## config.mk

```make
export PLATFORM = sky130hd
export DESIGN_NAME = rstmg_ctrl
export DESIGN_NICKNAME = d
export VERILOG_FILES = /design/src/rtl/core/rstmg_pkg.sv /design/src/rtl/core/rstmg_ctrl.sv
export SDC_FILE = /design/constraint.sdc
export NUM_CORES = 1
export LEC_CHECK = 0
export CAP_MARGIN = 20
export CORE_AREA = 2 2 39 41
export CTS_BUF_LIST = sky130_fd_sc_hd__clkbuf_8
export DETAILED_ROUTE_END_ITERATION = 16
export DIE_AREA = 0 0 41 43
export DONT_BUFFER_PORTS = 1
export GPL_TIMING_DRIVEN = 0
export PLACE_DENSITY = 0.47
export SYNTH_ARGS = -nofsm -noshare
export SYNTH_HDL_FRONTEND = slang
export SYNTH_SLANG_ARGS = --single-unit
```

## constraint.sdc

```tcl
create_clock -name clk -period 2.1 [get_ports clk]
set_clock_uncertainty 0.05 [all_clocks]
set_input_delay 0.525 -clock clk [delete_from_list [all_inputs] [get_ports clk]]
set_output_delay 0.525 -clock clk [all_outputs]
set_load 0.01 [all_outputs]
```

## src/rtl/core/rstmg_pkg.sv

```systemverilog
`default_nettype none
package rstmg_pkg;

	localparam int SIDE_MAX   = 16;
	localparam int WALL_DEPTH = 480;

	localparam int SIDE_W = 5;   // side_size register
	localparam int CRD_W  = 4;   // row / column
	localparam int ZONE_W = 8;   // zone label
	localparam int IDX_W  = 9;   // table index
	localparam int CNT_W  = 9;   // wall / zone counts
	localparam int EPTR_W = 10;  // emit pointer
	localparam int RND_W  = 16;
	localparam int BRD_W  = 6;   // border wall counter

	localparam logic [1:0] OP_START = 2'd0;
	localparam logic [1:0] OP_DRAW  = 2'd1;
	localparam logic [1:0] OP_NEXT  = 2'd2;

	localparam logic REG_SIDE   = 1'b0;
	localparam logic REG_BORDER = 1'b1;

	typedef struct packed {
		logic [ZONE_W-1:0] zone_a;
		logic [ZONE_W-1:0] zone_b;
		logic [CRD_W-1:0]  col;
		logic [CRD_W-1:0]  row;
		logic              below;
	} wall_t;

	typedef enum logic [3:0] {
		ST_IDLE,
		ST_DECODE,
		ST_FILL,
		ST_DIV,
		ST_PICK,
		ST_PICKW,
		ST_SHIFT,
		ST_DRAWEND,
		ST_NRD,
		ST_NWAIT,
		ST_BORDER,
		ST_DONE
	} state_t;

	typedef struct packed {
		logic start_init;
		logic fill_step;
		logic div_step;
		logic pick_rd;
		logic pick_cap;
		logic shift_step;
		logic draw_end;
		logic next_rd;
		logic next_cap;
		logic border_init;
		logic border_step;
		logic out_load;
	} cmd_t;

	typedef struct packed {
		logic [1:0] op;
		logic       fill_done;
		logic       div_last;
		logic       draw_ok;
		logic       shift_done;
		logic       next_ok;
		logic       next_tab;
		logic       border_hit;
		logic       out_free;
	} sts_t;

endpackage
`default_nettype wire

```

## src/rtl/core/rstmg_ctrl.sv

```systemverilog
`default_nettype none
module rstmg_ctrl (
	input  wire logic            clk,
	input  wire logic            arst_n,
	input  wire logic            in_accept,
	input  wire rstmg_pkg::sts_t sts,
	output rstmg_pkg::cmd_t      cmd,
	output logic                 busy
);

	rstmg_pkg::state_t state_q, state_d;

	always_ff @(posedge clk or negedge arst_n) begin
		if (!arst_n) begin
			state_q <= rstmg_pkg::ST_IDLE;
		end else begin
			state_q <= state_d;
		end
	end

	always_comb begin
		state_d = state_q;
		unique case (state_q)
			rstmg_pkg::ST_IDLE: begin
				if (in_accept) state_d = rstmg_pkg::ST_DECODE;
			end
			rstmg_pkg::ST_DECODE: begin
				priority if (sts.op == rstmg_pkg::OP_START) state_d = rstmg_pkg::ST_FILL;
				else if (sts.op == rstmg_pkg::OP_DRAW)
					state_d = sts.draw_ok ? rstmg_pkg::ST_DIV : rstmg_pkg::ST_DONE;
				else if (sts.op == rstmg_pkg::OP_NEXT) begin
					priority if (!sts.next_ok) state_d = rstmg_pkg::ST_DONE;
					else if (sts.next_tab) state_d = rstmg_pkg::ST_NRD;
					else state_d = rstmg_pkg::ST_BORDER;
				end else state_d = rstmg_pkg::ST_DONE;
			end
			rstmg_pkg::ST_FILL:    if (sts.fill_done) state_d = rstmg_pkg::ST_DONE;
			rstmg_pkg::ST_DIV:     if (sts.div_last) state_d = rstmg_pkg::ST_PICK;
			rstmg_pkg::ST_PICK:    state_d = rstmg_pkg::ST_PICKW;
			rstmg_pkg::ST_PICKW:   state_d = rstmg_pkg::ST_SHIFT;
			rstmg_pkg::ST_SHIFT:   if (sts.shift_done) state_d = rstmg_pkg::ST_DRAWEND;
			rstmg_pkg::ST_DRAWEND: state_d = rstmg_pkg::ST_DONE;
			rstmg_pkg::ST_NRD:     state_d = rstmg_pkg::ST_NWAIT;
			rstmg_pkg::ST_NWAIT:   state_d = rstmg_pkg::ST_DONE;
			rstmg_pkg::ST_BORDER:  if (sts.border_hit) state_d = rstmg_pkg::ST_DONE;
			rstmg_pkg::ST_DONE:    if (sts.out_free) state_d = rstmg_pkg::ST_IDLE;
			default:               state_d = rstmg_pkg::ST_IDLE;
		endcase
	end

	always_comb begin
		cmd  = '0;
		busy = (state_q != rstmg_pkg::ST_IDLE);
		unique case (state_q)
			rstmg_pkg::ST_DECODE: begin
				cmd.start_init  = (sts.op == rstmg_pkg::OP_START);
				cmd.border_init = 1'b1;
			end
			rstmg_pkg::ST_FILL:    cmd.fill_step   = 1'b1;
			rstmg_pkg::ST_DIV:     cmd.div_step    = 1'b1;
			rstmg_pkg::ST_PICK:    cmd.pick_rd     = 1'b1;
			rstmg_pkg::ST_PICKW:   cmd.pick_cap    = 1'b1;
			rstmg_pkg::ST_SHIFT:   cmd.shift_step  = 1'b1;
			rstmg_pkg::ST_DRAWEND: cmd.draw_end    = 1'b1;
			rstmg_pkg::ST_NRD:     cmd.next_rd     = 1'b1;
			rstmg_pkg::ST_NWAIT:   cmd.next_cap    = 1'b1;
			rstmg_pkg::ST_BORDER:  cmd.border_step = 1'b1;
			rstmg_pkg::ST_DONE:    cmd.out_load    = sts.out_free;
			default: ;
		endcase
	end

endmodule
`default_nettype wire

```

# Word-level counts from Yosys, hierarchy flattened
# Cells that the tools add are included.
# word_totals
register_bits	4
input_bits	13
output_inout_bits	13
elab_cells	50
# classes
n_eq_ne	19
mux	25
n_reduce_logical	5
# ops
cell	count
$pmux 4 s11	1
$mux 4	10
$eq 4x3->1 const B	4
$eq 4x4->1 const B	4
$mux 1	12
$ne 2x2->1 const B	6
$eq 4x2->1 const B	2
$reduce_and 6->1	1
$eq 4x1->1 const B	1
$logic_not 4->1	1
$mux 2	2
$reduce_bool 4->1	1
$eq 2x1->1 const B	1
$eq 2x2->1 const B	1
$logic_not 2->1	1
$reduce_or 2->1	1

# Longest topological paths before layout
# depth
word_depth	6
ltp_mapped	5
depth_no_buf	4

# Worst setup path before layout
# No wires, ideal clock.
# synth_timing
path_type	register -> output
start	register state_q[0]
end	output cmd[11] in the netlist's numbering
arrival_ns	1.312
required_time_ns	1.525
path_slack_ns	0.213
path_stages_with_launch	5
cell_sequence	dfrtp_1 > buf_2 > nand2b_1 > nor3_1 > nor3b_1
# synth_rtl
item	line_no	source
start, declared	rstmg_ctrl.sv:11	rstmg_pkg::state_t state_q, state_d;
start signal, assigned	rstmg_ctrl.sv:15	state_q <= rstmg_pkg::ST_IDLE;
start signal, assigned	rstmg_ctrl.sv:17	state_q <= state_d;
end, declared	rstmg_ctrl.sv:7	output rstmg_pkg::cmd_t cmd,

==> results_dict.tcl <==
set metrics [dict create \
    h-tree-depth 1 \
    die_area_um2 1763 \
    total_power_uw 909.9 \
    antenna_found_initial 0 \
    clock_latency_ns 0.22 \
    start_util_pct 31.74 \
    grt_max_degree 11 \
    rr_startpoint "state_q[0]$_DFFE_PN0P_" \
    gp_congestion 0.7672 \
    cp_top_family "simple AND/OR/NAND/NOR gates" \
    ir_worst_vdd_mv 0.4974 \
    worstPathMaxFanout 10 \
    grt_pass1_wl_um 1738 \
    cts_buffers 3 \
    cp.buffers_inverters 1 \
    viasPerCell 5.512 \
    synth_cell_type_count 28 \
    crit_type "flop to output pin" \
    yosysSeqAreaShare_pct 22.79 \
    cts_root_buf "clkbuf_8" \
    critical-path-max-stage-delay_ns 0.33 \
    synthFlopType "dfrtp_1" \
    ys_ff_latch 4 \
    hold_violations 0 \
    dr.first_iter.drc_count 11 \
    r2r-end "state_q[3]$_DFFE_PN0P_" \
    fin_nets 81 \
    antenna_cells 0 \
    p_per_area_nw_per_um2 1719 \
    place.detailed.hpwl_um 877.3 \
    post_drt_wl_per_cell_um 13.52 \
    ys_warn_count 0 \
    fp.coreArea_um2 1384 \
    synth_fp_nets 75 \
    crit_arrival_ns 1.37 \
    p_leak_uw 0.0002138 \
    postRouteAntennaNets 0 \
    cts_setup_buffers 0 \
    fp-row-count 14 \
    required_ns 1.52 \
    worst_path_max_delay_cell "dfrtp_1" \
    synth_edf_count 0 \
    critPathCaptureType "output pin" \
    worst_pin_slew_ns 0.4264 \
    slew_viol_final 0 \
    synth_cells 62 \
    grt_use_total_pct 14.60 \
    drc_errors 0 \
    layout_common_cells "nor2_1, nor3_1, nand2b_1" \
    top_regs "state_q (4)" \
    routed_wl_um 1109 \
    largest_reg_flops 4 \
    rr_worst_depth 5 \
    clk_path_buf_depth 2 \
    cts.clk_slew.worst_paths_ns 0.03 \
    avgSynthCellArea_um2 7.083 \
    final_common_cell "nor2_1" \
    ys_async_sr_fraction_pct 100.0 \
    endpoint "cmd[11]" \
    fp.dieW_um 41 \
    io_pins 26 \
    rsz0062_at_grt "no" \
    rrSetupSlack_ns 0.57 \
    tritoncts "built" \
    syn_area_um2 439.2 \
    setup_viol 0 \
    fin_crit_sh_pct 92.84 \
    area_delta_synth_final_pct 20.51 \
    cp-start-kind "flop" \
    hold_path_class "input port to async pin" \
    first_global_vias 412 \
    startpoint "state_q[0]$_DFFE_PN0P_" \
    drive_above_1_share_pct 18.18 \
    cap_viol_max_count 0 \
    relSlewSlack_pct 71.57 \
    cp_num_cells 4 \
    vias 452 \
    regMostFlops "state_q" \
    numClockSinks 4 \
    grt_overflow 0 \
    die-height_um 43 \
    fmax_mhz 512.9 \
    status "finished clean" \
    tns_ns 0 \
    first_pass_iters 4 \
    port_buffers 0 \
    finalWorstPathRequiredPeriod_ns 1.950 \
    crit_chain "buf_2, nand2b_2, nor3_4, nor3b_2" \
]
routing by layer:
layer  vias to the layer above  track usage (%)  share of wire [%]
li1                        226                -                  -
met1                       202            21.43                 44
met2                        24            19.06                 45
met3                         0            7.853                 11
met4                         0            2.000                  0
met5                         -                0                  0
how the worst min path moves through the flow:
stage / startpoint / end / cells after the start
floorplan: arst_n / state_q[0]$_DFFE_PN0P_ / 0
global placement: arst_n / state_q[2]$_DFFE_PN0P_ / 0
detailed placement: arst_n / state_q[2]$_DFFE_PN0P_ / 0
CTS: sts[4] / state_q[0]$_DFFE_PN0P_ / 3
global route: arst_n / state_q[2]$_DFFE_PN0P_ / 1
finish: arst_n / state_q[2]$_DFFE_PN0P_ / 1
kinds of logic after synthesis:
group                  count (synthesis)  synth area share, %
flip-flops                             4                22.79
AND/OR/NAND/NOR                       37                44.73
multiplexers                           2                5.697
buffers and inverters                  8                9.400
AO/OA/AOI/OAI                         11                17.38
where the power goes:
part	switching (uW)	leakage (uW)	internal, uW	total (uW)
combinational	380	0.000143	232	611
clock	38.0	0.0000216	122	160
sequential	18.1	0.0000488	120	139
total	436	0.000214	474	910
area by class of cell:
class	instances	area [um2]
plain buffers	5	30.03
clock buffers	3	41.29
fillers	154	854.6
inverters	3	11.26
multi-input cells	50	316.6
flip-flops and latches	4	100.1
well taps	16	20.02
repair buffers	1	10.01
per-stage QoR:
stage	std cells	hold slack (ns)	instance area (um2)	setup WS [ns]	utilization, %
after floorplan	62	0.1794	439.2	0.2131	-
after global placement	78	0.1795	459.2	0.03598	33.18
after detailed placement	78	0.1795	459.2	0.03785	33.18
after CTS	82	0.5297	520.5	0.01729	37.61
after global routing	82	0.5528	529.3	0.03909	38.25
final	82	0.5261	529.3	0.1503	38.25
synthesized netlist by cell type (2+ instances only):
master / count / area share (%)
buf_2: 3 / 3.4
dfrtp_1: 4 / 23
o311ai_1: 2 / 4.0
a21oi_1: 2 / 2.3
nor3_1: 7 / 8.0
inv_1: 3 / 2.6
nand2b_1: 6 / 8.5
nand2_1: 2 / 1.7
nor2_1: 13 / 11
nor3b_1: 2 / 3.4
timing repair:
item                       4_1_cts  5_1_grt
pin swaps                        0        0
setup endpoints to repair        1        1
gates resized for setup          2        2
hold endpoints to repair         4        0
hold buffers                     1        0
No activity file was read; power rests on OpenSTA's default activity.
